`src/rtl/core/debounced_settings_writeback_top_defines.svh`:
```
// assertion macros for the debounced settings write-back block
`ifndef DEBOUNCED_SETTINGS_WRITEBACK_TOP_DEFINES_SVH
`define DEBOUNCED_SETTINGS_WRITEBACK_TOP_DEFINES_SVH

`ifndef SYNTHESIS

// antecedent holds, consequent holds in the same cycle
`define DSW_ASSERT_SAME(lbl, clk, rst, ante, cons) \
   lbl: assert property (@(posedge clk) disable iff (rst) (ante) |-> (cons)) \
      else $error("dsw check failed");

// antecedent holds, consequent holds in the next cycle
`define DSW_ASSERT_NEXT(lbl, clk, rst, ante, cons) \
   lbl: assert property (@(posedge clk) disable iff (rst) (ante) |=> (cons)) \
      else $error("dsw check failed");

`else

`define DSW_ASSERT_SAME(lbl, clk, rst, ante, cons)

`define DSW_ASSERT_NEXT(lbl, clk, rst, ante, cons)

`endif

`endif

```
`src/rtl/core/dsw_pkg.sv`:
```
// shared types and constants for the debounced settings write-back block
`default_nettype none

package dsw_pkg;

   localparam int TIME_BITS     = 32;
   localparam int LO_BITS       = 64;
   localparam int HI_BITS       = 34;
   localparam int CSR_IDX_BITS  = 2;
   localparam int CSR_DATA_BITS = 32;

   localparam logic [TIME_BITS-1:0] SETTLE_TIME_RESET     = 32'd2000;
   localparam logic [TIME_BITS-1:0] BACKSTOP_PERIOD_RESET = 32'd60000;

   typedef enum logic [CSR_IDX_BITS-1:0] {
      CSR_STORE_ENABLE    = 2'd0,
      CSR_SETTLE_TIME     = 2'd1,
      CSR_BACKSTOP_PERIOD = 2'd2
   } csr_index_type;

   typedef struct packed {
      logic [TIME_BITS-1:0] now_time;
      logic [LO_BITS-1:0]   payload_lo;
      logic [HI_BITS-1:0]   payload_hi;
      logic                 write_ok;
   } req_payload_type;

   typedef struct packed {
      logic write_request;
      logic pending;
      logic in_sync;
   } rsp_payload_type;

endpackage

`default_nettype wire

```
`src/rtl/core/debounced_settings_writeback_top.sv`:
```
// top level of the debounced settings write-back block
`default_nettype none
`include "debounced_settings_writeback_top_defines.svh"

// One poll item is taken every cycle when the result side keeps up. Each item is
// registered on entry, judged against the committed and last seen payloads and the
// two timers, and its result registered once the result side has room, after which
// the result is offered on the result port. The state (payload copies, flags and
// timestamps) is updated together with the result register, so the next item always
// sees the effect of the one before. The committed and seen payload copies hold no
// reset value; they are only read while their valid flags are set. The user must
// write configuration through the csr port while no item is in flight; the block
// itself does not enforce this. An unknown register index is ignored.
module debounced_settings_writeback_top (
   input  wire                                      clock,
   input  wire                                      reset,
   input  wire                                      req_valid,
   output logic                                     req_stall,
   input  wire  dsw_pkg::req_payload_type           req_payload,
   output logic                                     rsp_valid,
   input  wire                                      rsp_stall,
   output dsw_pkg::rsp_payload_type                 rsp_payload,
   input  wire                                      csr_write_enable,
   input  wire  [dsw_pkg::CSR_IDX_BITS-1:0]         csr_index,
   input  wire  [dsw_pkg::CSR_DATA_BITS-1:0]        csr_write_data
);

   // configuration
   logic                            store_enable_ff;
   logic [dsw_pkg::TIME_BITS-1:0]   settle_time_ff;
   logic [dsw_pkg::TIME_BITS-1:0]   backstop_period_ff;

   // pipeline
   logic                            s1_valid_ff;
   dsw_pkg::req_payload_type        s1_item_ff;
   logic                            rsp_valid_ff;
   dsw_pkg::rsp_payload_type        rsp_payload_ff;
   dsw_pkg::rsp_payload_type        rsp_payload_in;
   logic                            out_ready;
   logic                            s1_fire;

   // state
   logic [dsw_pkg::LO_BITS-1:0]     committed_lo_ff, committed_lo_in;
   logic [dsw_pkg::HI_BITS-1:0]     committed_hi_ff, committed_hi_in;
   logic [dsw_pkg::LO_BITS-1:0]     seen_lo_ff, seen_lo_in;
   logic [dsw_pkg::HI_BITS-1:0]     seen_hi_ff, seen_hi_in;
   logic                            committed_valid_ff, committed_valid_in;
   logic                            seen_valid_ff, seen_valid_in;
   logic                            change_waiting_ff, change_waiting_in;
   logic [dsw_pkg::TIME_BITS-1:0]   last_change_time_ff, last_change_time_in;
   logic [dsw_pkg::TIME_BITS-1:0]   last_commit_time_ff, last_commit_time_in;

   // decision terms
   logic                            differs_committed;
   logic                            moved;
   logic [dsw_pkg::TIME_BITS-1:0]   change_time;
   logic [dsw_pkg::TIME_BITS-1:0]   settle_elapsed;
   logic [dsw_pkg::TIME_BITS-1:0]   backstop_elapsed;
   logic                            settle_due;
   logic                            backstop_due;

   assign out_ready = !rsp_valid_ff || !rsp_stall;
   assign s1_fire   = s1_valid_ff && out_ready;
   assign req_stall = s1_valid_ff && !out_ready;

   assign rsp_valid   = rsp_valid_ff;
   assign rsp_payload = rsp_payload_ff;

   assign differs_committed = !committed_valid_ff
                              || (s1_item_ff.payload_lo != committed_lo_ff)
                              || (s1_item_ff.payload_hi != committed_hi_ff);
   assign moved = !seen_valid_ff
                  || (s1_item_ff.payload_lo != seen_lo_ff)
                  || (s1_item_ff.payload_hi != seen_hi_ff);
   assign change_time      = moved ? s1_item_ff.now_time : last_change_time_ff;
   assign settle_elapsed   = s1_item_ff.now_time - change_time;
   assign backstop_elapsed = s1_item_ff.now_time - last_commit_time_ff;
   assign settle_due       = settle_elapsed >= settle_time_ff;
   assign backstop_due     = backstop_elapsed >= backstop_period_ff;

   always_comb begin
      logic differs_now;
      logic settle_commit;
      logic req;
      committed_lo_in     = committed_lo_ff;
      committed_hi_in     = committed_hi_ff;
      seen_lo_in          = seen_lo_ff;
      seen_hi_in          = seen_hi_ff;
      committed_valid_in  = committed_valid_ff;
      seen_valid_in       = seen_valid_ff;
      change_waiting_in   = change_waiting_ff;
      last_change_time_in = last_change_time_ff;
      last_commit_time_in = last_commit_time_ff;
      differs_now         = differs_committed;
      settle_commit       = 1'b0;
      req                 = 1'b0;

      if (store_enable_ff) begin
         if (differs_committed) begin
            if (moved) begin
               seen_lo_in          = s1_item_ff.payload_lo;
               seen_hi_in          = s1_item_ff.payload_hi;
               seen_valid_in       = 1'b1;
               last_change_time_in = s1_item_ff.now_time;
               change_waiting_in   = 1'b1;
            end
            if (change_waiting_in && settle_due) begin
               req = 1'b1;
               if (s1_item_ff.write_ok) begin
                  settle_commit       = 1'b1;
                  committed_lo_in     = s1_item_ff.payload_lo;
                  committed_hi_in     = s1_item_ff.payload_hi;
                  committed_valid_in  = 1'b1;
                  last_commit_time_in = s1_item_ff.now_time;
                  change_waiting_in   = 1'b0;
                  differs_now         = 1'b0;
               end
            end
         end else begin
            change_waiting_in = 1'b0;
            seen_valid_in     = 1'b0;
         end

         // backstop write of a stale payload
         if (!change_waiting_in && !settle_commit && differs_now && backstop_due) begin
            req = 1'b1;
            if (s1_item_ff.write_ok) begin
               committed_lo_in     = s1_item_ff.payload_lo;
               committed_hi_in     = s1_item_ff.payload_hi;
               committed_valid_in  = 1'b1;
               last_commit_time_in = s1_item_ff.now_time;
               differs_now         = 1'b0;
            end
         end
      end

      rsp_payload_in.write_request = req;
      rsp_payload_in.pending       = change_waiting_in;
      rsp_payload_in.in_sync       = !differs_now;
   end

   // control state and configuration
   always_ff @(posedge clock) begin
      if (reset) begin
         store_enable_ff     <= 1'b0;
         settle_time_ff      <= dsw_pkg::SETTLE_TIME_RESET;
         backstop_period_ff  <= dsw_pkg::BACKSTOP_PERIOD_RESET;
         s1_valid_ff         <= 1'b0;
         rsp_valid_ff        <= 1'b0;
         committed_valid_ff  <= 1'b0;
         seen_valid_ff       <= 1'b0;
         change_waiting_ff   <= 1'b0;
         last_change_time_ff <= '0;
         last_commit_time_ff <= '0;
      end else begin
         if (csr_write_enable) begin
            case (csr_index)
               dsw_pkg::CSR_STORE_ENABLE:    store_enable_ff    <= csr_write_data[0];
               dsw_pkg::CSR_SETTLE_TIME:     settle_time_ff     <= csr_write_data;
               dsw_pkg::CSR_BACKSTOP_PERIOD: backstop_period_ff <= csr_write_data;
               default: ;
            endcase
         end
         if (!req_stall) begin
            s1_valid_ff <= req_valid;
         end
         if (out_ready) begin
            rsp_valid_ff <= s1_valid_ff;
         end
         if (s1_fire) begin
            committed_valid_ff  <= committed_valid_in;
            seen_valid_ff       <= seen_valid_in;
            change_waiting_ff   <= change_waiting_in;
            last_change_time_ff <= last_change_time_in;
            last_commit_time_ff <= last_commit_time_in;
         end
      end
   end

   // payload registers
   always_ff @(posedge clock) begin
      if (req_valid && !req_stall) begin
         s1_item_ff <= req_payload;
      end
      if (s1_fire) begin
         rsp_payload_ff  <= rsp_payload_in;
         committed_lo_ff <= committed_lo_in;
         committed_hi_ff <= committed_hi_in;
         seen_lo_ff      <= seen_lo_in;
         seen_hi_ff      <= seen_hi_in;
      end
   end

   `DSW_ASSERT_NEXT(a_take_fills_stage, clock, reset, req_valid && !req_stall, s1_valid_ff)
   `DSW_ASSERT_NEXT(a_disabled_no_write, clock, reset,
                    s1_fire && !store_enable_ff, !rsp_payload_ff.write_request)
   `DSW_ASSERT_NEXT(a_sync_not_pending, clock, reset, s1_fire && store_enable_ff,
                    !(rsp_payload_ff.in_sync && rsp_payload_ff.pending))

endmodule

`default_nettype wire

```
`config.mk`:
```
export PLATFORM = sky130hd
export DESIGN_NAME = debounced_settings_writeback_top
export DESIGN_NICKNAME = d
export VERILOG_FILES = /design/src/rtl/core/dsw_pkg.sv /design/src/rtl/core/debounced_settings_writeback_top.sv
export VERILOG_INCLUDE_DIRS = /design/src /design/src/rtl/core
export SDC_FILE = /design/constraint.sdc
export NUM_CORES = 1
export LEC_CHECK = 0
export CAP_MARGIN = 10
export CORE_MARGIN = 4
export CORE_UTILIZATION = 45
export CTS_BUF_LIST = sky130_fd_sc_hd__clkbuf_4 sky130_fd_sc_hd__clkbuf_8
export DETAILED_ROUTE_END_ITERATION = 10
export DONT_BUFFER_PORTS = 1
export GPL_TIMING_DRIVEN = 0
export PLACE_DENSITY = 0.57
export SLEW_MARGIN = 15
export SYNTH_ARGS = -nofsm -noshare
export SYNTH_HDL_FRONTEND = slang
export SYNTH_SLANG_ARGS = --single-unit
```
`constraint.sdc`:
```
create_clock -name clock -period 12.6 [get_ports clock]
set_input_delay 0.63 -clock clock [delete_from_list [all_inputs] [get_ports clock]]
set_output_delay 0.63 -clock clock [all_outputs]
set_load 0.05 [all_outputs]
```
### Word-level counts from Yosys, hierarchy flattened

Index checks and enable logic that the tools add are counted.
W data, S select, Z words.

| word-level totals | value |
|---|---|
| output and inout port bits | 5 |
| register bits after elaboration | 464 |
| bits of input ports | 170 |
| word-level logic and storage cells | 106 |

| cells by class | value |
|---|---|
| add/subtract/negate cells | 2 |
| $lt $le $gt $ge | 2 |
| equality and inequality tests | 7 |
| reduce and logical (&&, ||, !) cells | 29 |
| mux-type cells | 45 |

Operators with widths:

| operator | number |
|---|---|
| $mux W64 | 5 |
| $mux W32 | 6 |
| $mux W34 | 5 |
| $ne A64 B64 Y1 | 2 |
| $ne A34 B34 Y1 | 2 |
| $ge A32 B32 Y1 | 2 |
| $sub A32 B32 Y32 | 2 |
| $mux W1 | 29 |
| $logic_not A1 Y1 | 9 |
| $reduce_and A2 Y1 | 4 |
| $logic_and A1 B1 Y1 | 7 |
| $reduce_and A3 Y1 | 2 |
| $logic_or A1 B1 Y1 | 5 |
| $reduce_and A4 Y1 | 1 |
| $eq A2 B1 Y1 const B | 1 |
| $eq A2 B2 Y1 const B | 1 |
| $logic_not A2 Y1 | 1 |
| $ne A2 B1 Y1 const B | 1 |

### Logic depth before layout (Yosys ltp)

| depth | value |
|---|---|
| depth in word-level cells | 17 |
| mapped depth | 35 |
| mapped depth without buffers | 33 |

### Worst setup path after synthesis

OpenSTA, ideal clock, no wires.

| timing | value |
|---|---|
| path kind | register -> register |
| from | register s1_item_ff[64] in the netlist's numbering |
| to | register with a tool-made name |
| library setup time | 0.555 ns |
| required time | 12.045 ns |
| buffers on the path | 2 |
| cell stages (with the launch flop) | 31 |
| path slack | 1.766 ns |
| arrival | 10.279 ns |
| cells stage by stage | edfxtp_1 -> nor2b_1 -> a2111o_1 -> nor4_1 -> nand4_1 -> or4_1 -> buf_2 -> buf_1 -> mux2i_1 -> ha_1 -> nor2b_1 -> o21ai_0 -> a21oi_1 -> nor4_1 -> o41ai_1 -> o311a_1 -> nor2_1 -> o31a_1 -> o311a_1 -> nor2b_1 -> xnor2_1 -> ha_1 -> a21o_1 -> a21o_1 -> a21o_1 -> a21o_1 -> a221o_1 -> a31o_2 -> or2_2 -> nand2_1 -> nor2_1 |

RTL lines:

| element | line | text |
|---|---|---|
| start: declaration | debounced_settings_writeback_top.sv:35 | `dsw_pkg::req_payload_type s1_item_ff;` |
| start signal: assignment | debounced_settings_writeback_top.sv:183 | `s1_item_ff <= req_payload;` |

==> impl_metrics.toml <==
[outcome]
status = "finished, final reports clean"

[logic_synthesis]
ys_async_sr_fraction = 0
synth_area_sq_mm = 0.02383
syn_avg_cell_area_sq_um = 11.17
synth.net_count = 2431
synth.area.top_cells = "edfxtp_1 42%, dfxtp_1 11%, mux2i_1 8.1%, ha_1 6.6%, xnor2_1 4.5%"
ys_seq_area_frac = 0.5284
yosysMostFrequentCell = "edfxtp_1"
synthDistinctLibCells = 66
synth_mux_area_frac = 0.08065
synthAdderAreaFrac = 0.06784
ys_ff_latch = 464
yosys.area.top_type = "edfxtp_1"
yosys.area_share.simple = 0.1227
yosysTopAreaCellShare = 0.4159
synth_cells = 2133
yosys-top-cells-count = "330 x edfxtp_1, 192 x mux2i_1, 188 x nor2_1"
synth_top_family_by_area = "simple AND/OR/NAND/NOR gates"
yosys.area_share.xor_xnor = 0.06836
synth_compound_area_frac = 0.09698
ys.flop_type = "edfxtp_1"
synth_edf_count = 330
synth_warnings = 0

[clocking]
clk_pin_slew_worst_paths_ns = 0.06
cts_tree = "built"
insertion_delay_ns = 0.69
root_buffer = "clkbuf_8"
ctsHtreeMaxLevel = 3
post-cts-setup-buffer-count = 0
numCtsBuffers = 83
clock_sinks = 464
clockBufferDepth = 3

[critical_path]
slowest_delay_ns = 0.88
critPathSlowestCell = "o41ai_1"
crit_fanout = 10
end_kind = "flip-flop"
worstPathRequired_ns = 13.00
critPathKind = "reg -> reg"
path_common_cell = "a21o_1"
cp_top_family = "compound AO/OA/AOI/OAI gates"
cp.arrival_ns = 11.16
cp_num_buf_inv = 4
cp-start-kind = "flip-flop"

[flow_run]
maxCapViolCount = 0

[finish]
finish.utilization = 0.5303
fin_nets = 2637
fillCellCount = 4691
drive_gt1_frac = 0.06980
syn_to_final_growth_pct = 16.71

[route]
drt_wl_total_mm = 66.35
drt-pass1-iter-count = 6
vias = 16720
drtIter0Drc = 1207
drt-vias-per-instance = 5.399
wl_per_cell_um = 21.43
ant_nets = 0
drc = 0

[sta]
worst_slack_ns = 1.844
tightest_slew_ns = 1.210
hold_violations = 0
post-route-period-util = 0.8537
period_minus_slack_ns = 10.76
max_freq_mhz = 92.97
rsz0062_at_grt = "false"
setup_viol = 0
drv_slew = 0
setup_tns_ns = 0
relSlewSlack = 0.1863
clock_skew_ns = 0.03572

[floorplanning]
initial_core_util = 0.4544
die_w_um = 238.1
die-area_sq_mm = 0.05670
pin_count = 175
rows = 84
die_h_um = 238.1
core_area_sq_mm = 0.05245

[pwr]
power_density_mw_per_mm2 = 132.2
vdd_ir_drop_max_mv = 0.1174
power.leakage_uw = 0.01054

[grt]
grt_overflow = 0
grt_pass1_wl_mm = 99.50
grt_pass1_vias = 16880
grt_start_max_net_pins = 51
groute.usage.overall = 0.2300
antenna_found_initial = 1

[min_path]
hold_path.class = "in -> reg"

[place]
routabilityCongestion = 0.8907
preCtsSetupSlack_ns = 1.954
io_buffers = 0
post-dp-hpwl_mm = 49.81
==> kinds of logic (layout without fill, tap and decap cells) <==
kind of cell,count (synthesis),count (layout)
flip-flops,464,464
AO/OA/AOI/OAI,340,340
other,0,1
adder cells (fa/ha/maj),128,128
buffers and inverters,221,495
XOR/XNOR,186,186
AND/OR/NAND/NOR,602,602
multiplexers,192,192
==> final cells by class <==
cell class              count  area (sq um)  area share
clock inverters            32         255.2    0.009178
multi-input cells        1448         10420      0.3746
inverters                 157         589.3     0.02119
repair buffers            121          1366     0.04913
diodes                      1         2.502  0.00008998
plain buffers              64         249.0    0.008953
flip-flops and latches    464         12590      0.4528
clock buffers             121          1478     0.05313
well taps                 688         860.8     0.03095
==> stage by stage <==
stage / instance area, sq um / instances / hold WS [ns] / power [uW]
after floorplan: 23830 / 2133 / 0.4363 / 2070
final: 27810 / 3096 / 0.05181 / 3677
after detailed placement: 24970 / 2832 / 0.4503 / 2213
after CTS: 27810 / 3095 / 0.0003468 / 3717
after global routing: 27810 / 3096 / 0.004120 / 3842
after global placement: 24690 / 2821 / 0.4417 / 2204
==> path summary, 6_finish.rpt <==
| path | from | to | slack (ns) | cells past startpoint |
|---|---|---|---|---|
| worst max-delay path | s1_item_ff[64] | flip-flop | 1.84 | 34 |
| worst min-delay path | req_payload[122] | s1_item_ff[122] | 0.05 | 0 |
| worst max register to register | s1_item_ff[64] | flip-flop | 1.84 | 34 |
| worst min register to register | backstop_period_ff[3] | backstop_period_ff[3] | 0.45 | 2 |
==> report_power, final <==
group | switching (uW) | internal [uW] | leakage, uW
logic | 260 | 202 | 0.00545
registers | 57.6 | 1690 | 0.00417
clock network | 663 | 805 | 0.000924
total | 981 | 2700 | 0.0105
==> cell usage in the layout (no fill, tap or decap), drive strengths merged, types with 6 or more instances in the layout <==
cell type	synthesis	final
nand4	41	41
ha	126	126
edfxtp	330	330
nor3	11	11
nor2b	30	30
xor2	63	63
nor4	26	26
dlygate4sd3	0	110
o2111ai	16	16
dfxtp	134	134
a21oi	113	113
a211oi	8	8
buf	11	22
and3	8	8
mux2i	192	192
or3	6	6
nand2b	105	105
a21o	56	56
nor2	188	188
inv	157	159
clkbuf	53	174
nand3	18	18
clkinv	0	27
o21bai	6	6
o22ai	17	17
o21ai	36	36
o21a	11	11
nand2	147	147
xnor2	123	123
a211o	14	14
a221oi	10	10
==> repair_timing <==
action	CTS	global route
hold buffers	110	0
endpoints found under the hold margin	110	0
resized for setup	0	0
==> routing by layer <==
metal / routed length [um] / global-route usage
met1: 28050 / 0.2932
met2: 32020 / 0.3891
met3: 3855 / 0.04797
met4: 2416 / 0.08496
met5: 0 / 0
Power figures use the tool's default switching activity.
